## src/cpr_pkg.sv

```systemverilog
// Shared types and constants for the clock page replacement unit.
package cpr_pkg;

  localparam int SLOTS     = 16;
  localparam int PROCESSES = 4;
  localparam int SLOT_W    = 4;
  localparam int PROC_W    = 2;
  localparam int COUNT_W   = 5;
  localparam int PAGE_W    = 12;
  localparam int FRAME_W   = 10;
  localparam int CMD_W     = 3;
  localparam int ADDR_W    = PROC_W + SLOT_W;
  localparam int ENTRIES   = PROCESSES * SLOTS;

  typedef enum logic [CMD_W-1:0] {
    CMD_LOAD    = 3'd0,
    CMD_READ    = 3'd1,
    CMD_WRITE   = 3'd2,
    CMD_REPLACE = 3'd3,
    CMD_SUSPEND = 3'd4
  } command_t;

  typedef enum logic [1:0] {
    ST_OK           = 2'd0,
    ST_FULL         = 2'd1,
    ST_EMPTY        = 2'd2,
    ST_NOT_RESIDENT = 2'd3
  } status_t;

  typedef enum logic [2:0] {
    S_IDLE,
    S_DECODE,
    S_ACCESS,
    S_SCAN,
    S_LIST,
    S_EMIT
  } state_t;

  typedef struct packed {
    logic [PAGE_W-1:0]  page;
    logic [FRAME_W-1:0] frame;
    logic               use_bit;
    logic               dirty;
  } entry_t;

  typedef struct packed {
    logic              en;
    logic [ADDR_W-1:0] addr;
    entry_t            data;
  } ram_wr_t;

  typedef struct packed {
    status_t            status;
    logic [SLOT_W-1:0]  victim_slot;
    logic [PAGE_W-1:0]  evicted_page;
    logic [FRAME_W-1:0] evicted_frame;
    logic               write_back;
    logic               last;
  } result_t;

endpackage

```

## src/cpr_if.sv

```systemverilog
// Handshake interfaces for the request, response and configuration channels.
interface cpr_req_if import cpr_pkg::*; ();
  logic               valid;
  logic               ready;
  logic [CMD_W-1:0]   command;
  logic [PROC_W-1:0]  process;
  logic [SLOT_W-1:0]  slot;
  logic [FRAME_W-1:0] frame;
  logic [PAGE_W-1:0]  page;

  modport source (output valid, command, process, slot, frame, page, input ready);
  modport sink (input valid, command, process, slot, frame, page, output ready);
endinterface

interface cpr_rsp_if import cpr_pkg::*; ();
  logic               valid;
  logic               ready;
  logic [1:0]         status;
  logic [SLOT_W-1:0]  victim_slot;
  logic [PAGE_W-1:0]  evicted_page;
  logic [FRAME_W-1:0] evicted_frame;
  logic               write_back;
  logic               last;

  modport source (output valid, status, victim_slot, evicted_page, evicted_frame,
                  write_back, last, input ready);
  modport sink (input valid, status, victim_slot, evicted_page, evicted_frame,
                write_back, last, output ready);
endinterface

interface cpr_cfg_if ();
  logic valid;
  logic ready;
  logic enhanced_mode;

  modport source (output valid, enhanced_mode, input ready);
  modport sink (input valid, enhanced_mode, output ready);
endinterface

```

## src/cpr_entry_ram.sv

```systemverilog
// Resident entry memory with one write port and one registered read port.
module cpr_entry_ram import cpr_pkg::*; (
  input  logic              clk,
  input  ram_wr_t           wr,
  input  logic [ADDR_W-1:0] rd_addr,
  output entry_t            rd_data
);

  entry_t mem [ENTRIES];

  // A read of the entry being written returns the new data.
  always_ff @(posedge clk) begin
    if (wr.en) begin
      mem[wr.addr] <= wr.data;
    end
    if (wr.en && (wr.addr == rd_addr)) begin
      rd_data <= wr.data;
    end else begin
      rd_data <= mem[rd_addr];
    end
  end

endmodule

```

## src/clock_page_replacement_unit.sv

```systemverilog
// Top level of the clock page replacement unit: command sequencer around the entry memory.
// One command is in work at a time. A replace moves the hand over one entry per visit, at most
// 3*count+1 visits in enhanced mode, so 49 for a full ring; a suspend lists every resident
// entry in slot order. A new request is taken only after the last result is registered, and a
// stalled response holds the unit. Synchronous reset clears state, response valid, mode,
// counts and hands; the entry memory and payload registers are not reset.
module clock_page_replacement_unit import cpr_pkg::*; (
  input logic       clk,
  input logic       rst,
  cpr_cfg_if.sink   cfg,
  cpr_req_if.sink   req,
  cpr_rsp_if.source rsp
);

  // Configuration register. The user must write it only while the unit is idle; the unit
  // does not enforce this itself, and the port is always open.
  logic enhanced_mode;

  // Per-process ring bookkeeping.
  logic [COUNT_W-1:0] resident_count [PROCESSES];
  logic [SLOT_W-1:0]  clock_hand [PROCESSES];

  // Sequencer state and the latched request.
  state_t             state, state_next;
  logic [CMD_W-1:0]   cmd_q;
  logic [PROC_W-1:0]  proc_q;
  logic [SLOT_W-1:0]  slot_q;
  logic [FRAME_W-1:0] frame_q;
  logic [PAGE_W-1:0]  page_q;
  // The hand while scanning, the list position while suspending.
  logic [SLOT_W-1:0]  hand_q;
  logic               pass2_q;
  logic               more_q;
  result_t            res_q;

  // Output register.
  logic    rsp_valid;
  result_t rsp_data;

  // Memory ports.
  ram_wr_t           wr;
  logic [ADDR_W-1:0] rd_addr;
  entry_t            rd_data;

  // Shared decode of the current command.
  logic [COUNT_W-1:0] cur_count;
  logic [SLOT_W-1:0]  start_hand;
  logic [SLOT_W-1:0]  hand_inc;
  logic [SLOT_W-1:0]  scan_next;
  logic               at_end;
  logic               hit;
  logic               list_last;
  logic               out_free;
  logic               req_fire;
  result_t            dec_res;
  logic [SLOT_W-1:0]  dec_hand;

  cpr_entry_ram u_ram (
    .clk     (clk),
    .wr      (wr),
    .rd_addr (rd_addr),
    .rd_data (rd_data)
  );

  assign req_fire  = req.valid && req.ready;
  assign cur_count = resident_count[proc_q];
  // A hand at or beyond the count restarts from the first slot.
  assign start_hand = ({1'b0, clock_hand[proc_q]} >= cur_count) ? '0 : clock_hand[proc_q];
  assign hand_inc   = hand_q + 1'b1;
  assign at_end     = ({1'b0, hand_q} + COUNT_W'(1)) >= cur_count;
  assign scan_next  = at_end ? '0 : hand_inc;
  assign list_last  = ({1'b0, hand_q} + COUNT_W'(1)) == cur_count;
  assign out_free   = !rsp_valid || rsp.ready;

  // Plain clock takes the first entry with a clear use bit. The enhanced scan
  // looks for unused clean entries on the first pass and unused dirty ones on
  // the second, clearing use bits only during the second pass.
  always_comb begin
    if (!enhanced_mode) begin
      hit = !rd_data.use_bit;
    end else begin
      hit = !rd_data.use_bit && (pass2_q ? rd_data.dirty : !rd_data.dirty);
    end
  end

  // Result and starting hand prepared while a command is decoded. Error
  // results carry only their status and the last flag.
  always_comb begin
    dec_res      = '0;
    dec_res.last = 1'b1;
    dec_hand     = '0;
    case (command_t'(cmd_q))
      CMD_LOAD: begin
        if (cur_count < COUNT_W'(SLOTS)) begin
          dec_res.victim_slot = cur_count[SLOT_W-1:0];
        end else begin
          dec_res.status = ST_FULL;
        end
      end
      CMD_READ, CMD_WRITE: begin
        if (cur_count == '0) begin
          dec_res.status = ST_EMPTY;
        end else if ({1'b0, slot_q} >= cur_count) begin
          dec_res.status = ST_NOT_RESIDENT;
        end
      end
      CMD_REPLACE: begin
        dec_hand = start_hand;
        if (cur_count == '0) begin
          dec_res.status = ST_EMPTY;
        end
      end
      CMD_SUSPEND: begin
        if (cur_count == '0) begin
          dec_res.status = ST_EMPTY;
        end
      end
      default: begin
        dec_res.status = ST_OK;
      end
    endcase
  end

  // Next state.
  always_comb begin
    state_next = state;
    case (state)
      S_IDLE: begin
        if (req_fire) begin
          state_next = S_DECODE;
        end
      end
      S_DECODE: begin
        case (command_t'(cmd_q))
          CMD_LOAD: state_next = S_EMIT;
          CMD_READ, CMD_WRITE: begin
            if (cur_count == '0 || {1'b0, slot_q} >= cur_count) begin
              state_next = S_EMIT;
            end else begin
              state_next = S_ACCESS;
            end
          end
          CMD_REPLACE: state_next = (cur_count == '0) ? S_EMIT : S_SCAN;
          CMD_SUSPEND: state_next = (cur_count == '0) ? S_EMIT : S_LIST;
          default:     state_next = S_IDLE;
        endcase
      end
      S_ACCESS: state_next = S_EMIT;
      S_SCAN: begin
        if (hit) begin
          state_next = S_EMIT;
        end
      end
      S_LIST: state_next = S_EMIT;
      S_EMIT: begin
        if (out_free) begin
          state_next = more_q ? S_LIST : S_IDLE;
        end
      end
      default: state_next = S_IDLE;
    endcase
  end

  // Handshake and memory port control.
  always_comb begin
    req.ready = (state == S_IDLE);
    cfg.ready = 1'b1;
    rd_addr   = {proc_q, hand_q};
    wr        = '0;
    wr.addr   = {proc_q, hand_q};
    case (state)
      S_DECODE: begin
        case (command_t'(cmd_q))
          CMD_LOAD: begin
            wr.addr = {proc_q, cur_count[SLOT_W-1:0]};
            wr.data = '{page: page_q, frame: frame_q, use_bit: 1'b0, dirty: 1'b0};
            wr.en   = (cur_count < COUNT_W'(SLOTS));
          end
          CMD_READ, CMD_WRITE: rd_addr = {proc_q, slot_q};
          CMD_REPLACE:         rd_addr = {proc_q, start_hand};
          CMD_SUSPEND:         rd_addr = {proc_q, {SLOT_W{1'b0}}};
          default:             rd_addr = {proc_q, hand_q};
        endcase
      end
      S_ACCESS: begin
        // Read-modify-write of the accessed entry's status bits.
        wr.en           = 1'b1;
        wr.addr         = {proc_q, slot_q};
        wr.data         = rd_data;
        wr.data.use_bit = 1'b1;
        wr.data.dirty   = rd_data.dirty || (command_t'(cmd_q) == CMD_WRITE);
      end
      S_SCAN: begin
        if (hit) begin
          // The new page takes over the victim's frame with both bits clear.
          wr.en   = 1'b1;
          wr.data = '{page: page_q, frame: rd_data.frame, use_bit: 1'b0, dirty: 1'b0};
        end else begin
          wr.en           = !enhanced_mode || pass2_q;
          wr.data         = rd_data;
          wr.data.use_bit = 1'b0;
          rd_addr         = {proc_q, scan_next};
        end
      end
      S_EMIT:  rd_addr = {proc_q, hand_inc};
      default: rd_addr = {proc_q, hand_q};
    endcase
  end

  // Control registers.
  always_ff @(posedge clk) begin
    if (rst) begin
      state         <= S_IDLE;
      enhanced_mode <= 1'b0;
      rsp_valid     <= 1'b0;
      more_q        <= 1'b0;
      for (int i = 0; i < PROCESSES; i++) begin
        resident_count[i] <= '0;
        clock_hand[i]     <= '0;
      end
    end else begin
      state <= state_next;
      if (cfg.valid && cfg.ready) begin
        enhanced_mode <= cfg.enhanced_mode;
      end
      if (state == S_EMIT && out_free) begin
        rsp_valid <= 1'b1;
      end else if (rsp.ready) begin
        rsp_valid <= 1'b0;
      end
      case (state)
        S_DECODE: begin
          more_q <= 1'b0;
          if (command_t'(cmd_q) == CMD_LOAD && cur_count < COUNT_W'(SLOTS)) begin
            resident_count[proc_q] <= cur_count + 1'b1;
          end
          if (command_t'(cmd_q) == CMD_SUSPEND && cur_count == '0) begin
            clock_hand[proc_q] <= '0;
          end
        end
        S_SCAN: begin
          if (hit) begin
            clock_hand[proc_q] <= scan_next;
          end
        end
        S_LIST: begin
          more_q <= !list_last;
          if (list_last) begin
            resident_count[proc_q] <= '0;
            clock_hand[proc_q]     <= '0;
          end
        end
        default: begin
          more_q <= more_q;
        end
      endcase
    end
  end

  // Request, scan and result payload registers.
  always_ff @(posedge clk) begin
    if (req_fire) begin
      cmd_q   <= req.command;
      proc_q  <= req.process;
      slot_q  <= req.slot;
      frame_q <= req.frame;
      page_q  <= req.page;
    end
    case (state)
      S_DECODE: begin
        res_q   <= dec_res;
        pass2_q <= 1'b0;
        hand_q  <= dec_hand;
      end
      S_ACCESS: begin
        res_q.victim_slot <= slot_q;
      end
      S_SCAN: begin
        if (hit) begin
          res_q <= '{status: ST_OK, victim_slot: hand_q, evicted_page: rd_data.page,
                     evicted_frame: rd_data.frame, write_back: rd_data.dirty, last: 1'b1};
        end else begin
          hand_q <= scan_next;
          if (enhanced_mode && at_end) begin
            pass2_q <= !pass2_q;
          end
        end
      end
      S_LIST: begin
        res_q <= '{status: ST_OK, victim_slot: hand_q, evicted_page: rd_data.page,
                   evicted_frame: rd_data.frame, write_back: rd_data.dirty,
                   last: list_last};
      end
      S_EMIT: begin
        if (out_free) begin
          rsp_data <= res_q;
          if (more_q) begin
            hand_q <= hand_inc;
          end
        end
      end
      default: begin
        hand_q <= hand_q;
      end
    endcase
  end

  assign rsp.valid         = rsp_valid;
  assign rsp.status        = rsp_data.status;
  assign rsp.victim_slot   = rsp_data.victim_slot;
  assign rsp.evicted_page  = rsp_data.evicted_page;
  assign rsp.evicted_frame = rsp_data.evicted_frame;
  assign rsp.write_back    = rsp_data.write_back;
  assign rsp.last          = rsp_data.last;

  // The scan and list pointers always stay inside the resident part of the ring.
  a_hand_in_ring: assert property (@(posedge clk) disable iff (rst)
    (state == S_SCAN || state == S_LIST) |-> ({1'b0, hand_q} < cur_count))
    else $error("ring pointer beyond resident count");

  // No resident set in work ever holds more entries than the ring has slots.
  a_count_bound: assert property (@(posedge clk) disable iff (rst)
    (state != S_IDLE) |-> (cur_count <= COUNT_W'(SLOTS)))
    else $error("resident count above ring size");

  // The memory is only written while a command is in work.
  a_no_idle_write: assert property (@(posedge clk) disable iff (rst)
    (state == S_IDLE || state == S_EMIT) |-> !wr.en)
    else $error("entry write outside command execution");

  // Listing the last entry of a suspend empties the set and rewinds its hand.
  a_suspend_empties: assert property (@(posedge clk) disable iff (rst)
    (state == S_LIST && list_last) |=> (cur_count == '0 && clock_hand[proc_q] == '0))
    else $error("suspend left entries resident");

endmodule

```

## src/flat_wrapper.sv

```systemverilog
// flat-port wrapper written by rule: the top's interface ports become plain ports
module clock_page_replacement_unit_flat import cpr_pkg::*;
  (clk, rst, cfg_valid, cfg_enhanced_mode, cfg_ready, req_valid, req_command, req_process, req_slot, req_frame, req_page, req_ready, rsp_valid, rsp_status, rsp_victim_slot, rsp_evicted_page, rsp_evicted_frame, rsp_write_back, rsp_last, rsp_ready);
  cpr_cfg_if cfg_i ();
  cpr_req_if req_i ();
  cpr_rsp_if rsp_i ();
  input logic clk;
  input logic rst;
  input wire logic [$bits(cfg_i.valid)-1:0] cfg_valid;
  input wire logic [$bits(cfg_i.enhanced_mode)-1:0] cfg_enhanced_mode;
  output wire logic [$bits(cfg_i.ready)-1:0] cfg_ready;
  input wire logic [$bits(req_i.valid)-1:0] req_valid;
  input wire logic [$bits(req_i.command)-1:0] req_command;
  input wire logic [$bits(req_i.process)-1:0] req_process;
  input wire logic [$bits(req_i.slot)-1:0] req_slot;
  input wire logic [$bits(req_i.frame)-1:0] req_frame;
  input wire logic [$bits(req_i.page)-1:0] req_page;
  output wire logic [$bits(req_i.ready)-1:0] req_ready;
  output wire logic [$bits(rsp_i.valid)-1:0] rsp_valid;
  output wire logic [$bits(rsp_i.status)-1:0] rsp_status;
  output wire logic [$bits(rsp_i.victim_slot)-1:0] rsp_victim_slot;
  output wire logic [$bits(rsp_i.evicted_page)-1:0] rsp_evicted_page;
  output wire logic [$bits(rsp_i.evicted_frame)-1:0] rsp_evicted_frame;
  output wire logic [$bits(rsp_i.write_back)-1:0] rsp_write_back;
  output wire logic [$bits(rsp_i.last)-1:0] rsp_last;
  input wire logic [$bits(rsp_i.ready)-1:0] rsp_ready;
  assign cfg_i.valid = cfg_valid;
  assign cfg_i.enhanced_mode = cfg_enhanced_mode;
  assign cfg_ready = cfg_i.ready;
  assign req_i.valid = req_valid;
  assign req_i.command = req_command;
  assign req_i.process = req_process;
  assign req_i.slot = req_slot;
  assign req_i.frame = req_frame;
  assign req_i.page = req_page;
  assign req_ready = req_i.ready;
  assign rsp_valid = rsp_i.valid;
  assign rsp_status = rsp_i.status;
  assign rsp_victim_slot = rsp_i.victim_slot;
  assign rsp_evicted_page = rsp_i.evicted_page;
  assign rsp_evicted_frame = rsp_i.evicted_frame;
  assign rsp_write_back = rsp_i.write_back;
  assign rsp_last = rsp_i.last;
  assign rsp_i.ready = rsp_ready;
  clock_page_replacement_unit u_core (.clk(clk), .rst(rst), .cfg(cfg_i), .req(req_i), .rsp(rsp_i));
endmodule
```

## config.mk

```make
export PLATFORM = sky130hd
export DESIGN_NAME = clock_page_replacement_unit_flat
export DESIGN_NICKNAME = d
export VERILOG_FILES = /design/src/cpr_pkg.sv /design/src/cpr_if.sv /design/src/cpr_entry_ram.sv /design/src/clock_page_replacement_unit.sv /design/src/flat_wrapper.sv
export SDC_FILE = /design/constraint.sdc
export NUM_CORES = 2
export LEC_CHECK = 0
export BUFFER_PORTS_ARGS = -buffer_cell sky130_fd_sc_hd__buf_2
export CORE_ASPECT_RATIO = 1.75
export CORE_MARGIN = 1
export CORE_UTILIZATION = 45
export DETAILED_ROUTE_END_ITERATION = 7
export HOLD_SLACK_MARGIN = 0.15
export PLACE_DENSITY = 0.65
export SYNTH_ARGS = -nofsm -noshare
export SYNTH_HDL_FRONTEND = slang
export SYNTH_SLANG_ARGS = --single-unit
```

## constraint.sdc

```tcl
create_clock -name clk -period 13.46 [get_ports clk]
set_input_delay 2.019 -clock clk [delete_from_list [all_inputs] [get_ports clk]]
set_output_delay 2.019 -clock clk [all_outputs]
set_load 0.02 [all_outputs]
```

# Word level (Yosys, flattened, before mapping)
# Memories as Yosys holds them, arrays and structs flattened. A register that Yosys moved wholly into a read port is not among the register bits.
# Index checks and enable logic that the tools add are counted.
[totals]
elab_cells = 163
output_inout_bits = 33
reg_bits = 102
ram_bits = 1572
n_memories = 3
inputBits = 37
[mem_list]
columns = ["name", "words", "width", "read_ports", "rd_ports_with_merged_regs", "write_ports", "line_no", "source"]
rows = [
  ["u_core.u_ram.mem", 64, 24, 1, 1, 1, "cpr_entry_ram.sv:9", "entry_t mem [ENTRIES];"],
  ["u_core.resident_count", 4, 5, 1, 1, 4, "clock_page_replacement_unit.sv:20", "logic [COUNT_W-1:0] resident_count [PROCESSES];"],
  ["u_core.clock_hand", 4, 4, 1, 1, 4, "clock_page_replacement_unit.sv:21", "logic [SLOT_W-1:0] clock_hand [PROCESSES];"],
]
[op_classes]
n_eq_ne = 16
bitwise = 3
addsub = 3
n_reduce_logical = 36
muxes = 75
n_lt_le_gt_ge = 4
[op_table]
columns = ["op", "n"]
rows = [
  ["24-bit case mux with 3 select lines", 2],
  ["4-bit 2-to-1 mux", 12],
  ["4-bit case mux with 3 select lines", 3],
  ["1-bit 2-to-1 mux", 31],
  ["31-bit 2-to-1 mux", 1],
  ["30-bit 2-to-1 mux", 1],
  ["24-bit 2-to-1 mux", 1],
  ["3-bit 2-to-1 mux", 6],
  ["4-bit case mux with 4 select lines", 1],
  ["3-bit case mux with 5 select lines", 1],
  ["2-bit 2-to-1 mux", 7],
  ["3-bit by 2-bit equality test with 1-bit output (second input constant)", 4],
  ["2-bit case mux with 3 select lines", 2],
  ["3-bit case mux with 4 select lines", 1],
  ["6-bit case mux with 2 select lines", 1],
  ["4-bit by 5-bit >= comparator with 1-bit output", 2],
  ["5-bit 2-to-1 mux", 2],
  ["3-bit equality test (second input constant)", 3],
  ["2-bit by 1-bit != test with 1-bit output (second input constant)", 4],
  ["3-bit by 1-bit equality test with 1-bit output (second input constant)", 2],
  ["1-bit logical AND", 6],
  ["1-bit zero test", 6],
  ["3-bit zero test", 2],
  ["2-bit AND reduction", 3],
  ["other kinds (20)", 33],
]

# Longest topological paths before layout
[depth]
depth_word = 12
depth_mapped = 13

# Hierarchy
# A second synthesis with hierarchy kept.
[unflattened]
cells_unflattened = 3081
hier_area_um2 = 65467.8
[modules_own_cells]
columns = ["mod", "area_each_um2", "n_inst", "cells_each"]
rows = [
  ["cpr_entry_ram", 58935.3, 1, 2592],
  ["clock_page_replacement_unit", 6532.5, 1, 489],
]

# Worst setup path after synthesis
# No wires, ideal clock.
[synth_timing]
kind = "reg-to-reg"
startpoint = "register u_core.state[1]"
endpoint = "memory u_core.u_ram.mem[16][0] (netlist bit), enable pin"
setup_ns = 0.466
path_buffers = 2
required_ns = 12.994
path_slack_ns = 6.965
stages_incl_launch_ff = 9
arrival_ns = 6.029
cell_sequence = "dfxtp_1 -> clkbuf_1 -> nand2b_1 -> nor2_1 -> nor2_1 -> a221oi_1 -> nand2_1 -> clkbuf_1 -> nor4_1"
[synth_via]
elab_chain_len = 4
word_cells_on_any_way = 7
cone_classes = "3 x eq/ne; 4 x mux"
[synth_rtl]
columns = ["element", "line_no", "source"]
rows = [
  ["start, declared", "clock_page_replacement_unit.sv:24", "state_t state, state_next;"],
  ["start signal, assigned", "clock_page_replacement_unit.sv:222", "state <= state_next;"],
  ["3-bit by 2-bit equality test with 1-bit output / 3-bit by 1-bit equality test with 1-bit output (equally long branches)", "clock_page_replacement_unit.sv:171", "case (state)"],
  ["1-bit case mux with 3 select lines", "clock_page_replacement_unit.sv:171", ""],
  ["1-bit 2-to-1 mux", "cpr_entry_ram.sv:13", "if (wr.en) begin"],
  ["1-bit 2-to-1 mux (implied by the code)", "cpr_entry_ram.sv:14", "mem[wr.addr] <= wr.data;"],
  ["end, declared", "cpr_entry_ram.sv:9", ""],
]
# Several ways; a longest one is shown, not always the timed one.

==> qor.yml <==
run_status:
  outcome: "finished, final reports clean"
cts:
  worstSkewPairLatency_ns: 0.78
  ctsHoldBuffers: 0
  cts_setup_buffers: 0
  cts_root_buf: "sky130_fd_sc_hd__clkbuf_16"
  clk_transition_reported_paths_ns: 0.07
  cts_buf_count: 143
  tritoncts: "done"
  clock-sinks: 1682
  ctsLongestPathBuffers: 3
  h_tree_levels: 4
  post_cts_sizing_count: 0
critical_path:
  cp_max_fo: 64
  cp_slowest_stage_delay_ns: 1.03
  data_required_time_at_the_worst_endpoint_ns: 13.90
  path_buf_inv: 4
  cp_cell_sequence: "buf_4 > buf_4 > mux4_2 > a31oi_1 > nand3_1 > a21oi_1 > a21oi_1 > a211oi_2 > nor3_4 > buf_4 > nor4_2 > buf_4"
  count_of_cell_instances_traversed_by_the_critical_path: 12
  crit_path_top_delay_cell: "sky130_fd_sc_hd__nor4_2"
  setup.worst_path.class: "reg -> reg"
  r2r.worst_path.cells: 12
  crit_family: "buffers and inverters"
  critical_path.most_common_cell: "sky130_fd_sc_hd__buf_4"
  crit_path_start_kind: "register"
  cp-end-kind: "register"
  crit_arrival_ns: 7.26
synth:
  synth_enable_flop_cells: 1668
  most_used_dff_post_synth: "sky130_fd_sc_hd__edfxtp_1"
  yosys.area.top_type_share_pct: 76.6
  nets_in_the_synthesized_netlist: 2891
  synthDistinctLibCells: 60
  yosysWarnings: 0
  netlist_top_cells_area: "sky130_fd_sc_hd__edfxtp_1, sky130_fd_sc_hd__mux4_2, sky130_fd_sc_hd__nor4_1"
  syn_area_per_cell_um2: 23.1
  async_flop_share_pct: 0
  yosys.area.top_type: "sky130_fd_sc_hd__edfxtp_1"
  yosysSeqAreaShare_pct: 77.0
  syn_inst: 2838
  synth_most_common_cell: "sky130_fd_sc_hd__edfxtp_1"
  syn_area_um2: 65400
  synth.top_cells.by_count: "sky130_fd_sc_hd__edfxtp_1, sky130_fd_sc_hd__mux4_2, sky130_fd_sc_hd__clkbuf_1"
  ys_ff_latch: 1682
floorplanning:
  num_rows: 184
  core_footprint_um2: 144000
  num_io_pins: 70
  die_width_um: 290
  die_height_um: 506
  floorplan.initialDensity_pct: 45.5
  die_area_um2: 147000
final_layout:
  layout-area-overhead-vs-synth_pct: 12.0
  post_route_cells_drive_above_1_share_pct: 32.2
  final_net_count: 3059
route:
  wirelength_per_cell_um: 31.5
  postRouteWirelength_um: 157000
  vias: 30300
  drt-vias-per-instance: 6.08
  antenna_violating_nets_post_route: 0
  drt-initial-drc-count: 2834
  drt_pre_antenna_iters: 6
  drc_errors: 0
sta:
  timing.final.hold_violations: 0
  worst_slack_ns: 6.64
  final_period_minus_worst_setup_slack_ns: 6.82
  grt_setup_unrepaired: "no"
  timing_worst_slew_pin_value_ns: 1.25
  setup_total_negative_slack_ns: 0
  setup_viol: 0
  report.final.slew_viol_count: 0
  timing.clock.skew_ns: 0.0344
  max_slew_margin_pct: 16.8
  maxClockFrequency_mhz: 147
  final_min_period_over_clock_period_pct: 50.6
grt:
  grt_antenna_before_repair: 8
  grt_overflow_total: 0
  pin_count_of_the_biggest_net_entering_global_routing: 144
  grt_pass1_vias: 31700
  grt_use_total_pct: 21.6
  first_pass_grt_wire_length_um: 228000
placed_design:
  worst_setup_slack_after_placement_ns: 6.68
  routability_congestion: 0.915
  port_buffers: 68
  place_hpwl_um: 99400
min_path:
  min-delay-path-class: "reg -> reg"
  holdPathStages: 0
run:
  drv.max_cap_violation_count: 0
power_and_ir_drop:
  irDropWorstVdd_uv: 190
  cellPowerDensity_nw_per_um2: 211
  static_leakage_power_nw: 22.9
## sequential cells by signal (all words and copies together), names as in the netlist, 2 cells and up, named ones only
name and cells:
u_core.frame_q 10, u_core.rsp.status 2, u_core.rsp.evicted_frame 10, u_core.rsp.victim_slot 4
u_core.hand_q 4, u_core.cmd_q 3, u_core.u_ram.mem 1536, u_core.resident_count 20
u_core.slot_q 4, u_core.state 3, u_core.page_q 12, u_core.proc_q 2
u_core.rsp.evicted_page 12, u_core.res_q 30, u_core.clock_hand 16
## worst register-to-register path: stages (launching register included)
cell,delay (ns)
sky130_fd_sc_hd__dfxtp_4,0.64
sky130_fd_sc_hd__buf_4,0.70
sky130_fd_sc_hd__buf_4,0.95
sky130_fd_sc_hd__mux4_2,0.65
sky130_fd_sc_hd__a31oi_1,0.21
sky130_fd_sc_hd__nand3_1,0.36
sky130_fd_sc_hd__a21oi_1,0.26
sky130_fd_sc_hd__a21oi_1,0.09
sky130_fd_sc_hd__a211oi_2,0.57
sky130_fd_sc_hd__nor3_4,0.10
sky130_fd_sc_hd__buf_4,0.45
sky130_fd_sc_hd__nor4_2,1.08
sky130_fd_sc_hd__buf_4,0.41
## placed cells by master (no fill, tap or decap), drive strengths merged, types with 15 or more instances in the layout
cell	synthesis	routed
a21oi	28	28
a22o	22	22
and2	25	25
buf	94	189
clkbuf	72	166
clkinv	0	63
edfxtp	1668	1668
ha	16	16
inv	26	36
mux4	500	500
nand2	58	58
nand2b	21	21
nand3	15	15
nor2	59	59
nor3	20	20
nor4	69	69
## worst paths after layout
| path | slack (ns) | startpoint | endpoint |
|---|---|---|---|
| setup reg to reg | 6.64 | register | u_core.u_ram.mem[51][15] |
| setup / recovery | 6.64 | register | u_core.u_ram.mem[51][15] |
| hold reg to reg | 0.42 | u_core.res_q[25] | u_core.rsp.victim_slot[1] |
| hold / removal | 0.42 | u_core.res_q[25] | u_core.rsp.victim_slot[1] |
## per-stage QoR
step	total power, mW	cells	area [µm²]	hold slack (ns)	util, %
floorplan	9.60	2838	65400	0.369	-
finish	15.4	4982	73300	0.422	50.9
detailed placement	11.5	4721	68700	0.405	47.7
global placement	11.4	4721	68700	0.403	47.7
global route	15.9	4981	73300	0.425	50.9
CTS	15.5	4979	73300	0.422	50.9
## where the power goes
| part | leakage [nW] | internal [mW] | switching [mW] |
|---|---|---|---|
| sequential | 15.5 | 6.36 | 0.181 |
| combinational | 5.15 | 1.85 | 2.96 |
| clock | 2.24 | 2.24 | 1.85 |
## area by class of cell
cell class                      count  area, µm²
Fill cell                       10900      70600
Sequential cell                  1682      50400
Multi-Input combinational cell    964      14600
Clock buffer                      166       3750
Tap cell                         1860       2330
Timing Repair Buffer              189       1270
Clock inverter                     92        846
Inverter                           26        103
Antenna cell                        3       7.51
## cells by family (layout without fill, tap and decap cells)
| kind of cell | after synthesis | count (layout) | synth area share [%] |
|---|---|---|---|
| flops | 1682 | 1682 | 77.0 |
| xor+xnor | 5 | 5 | 0.0669 |
| fa+ha+maj | 18 | 18 | 0.337 |
| buf+inv | 192 | 473 | 1.39 |
| compound gates | 121 | 121 | 1.32 |
| other cells | 1 | 4 | 0.00573 |
| mux | 517 | 517 | 17.5 |
| simple gates | 302 | 302 | 2.40 |
## layer usage
layer	up-vias	wire (µm)	global-route usage [%]
li1	12500	-	-
met1	16300	55600	25.3
met2	1180	83300	38.4
met3	325	8700	3.44
met4	6	9120	11.3
met5	-	32	0
Power figures use the tool's default switching activity.
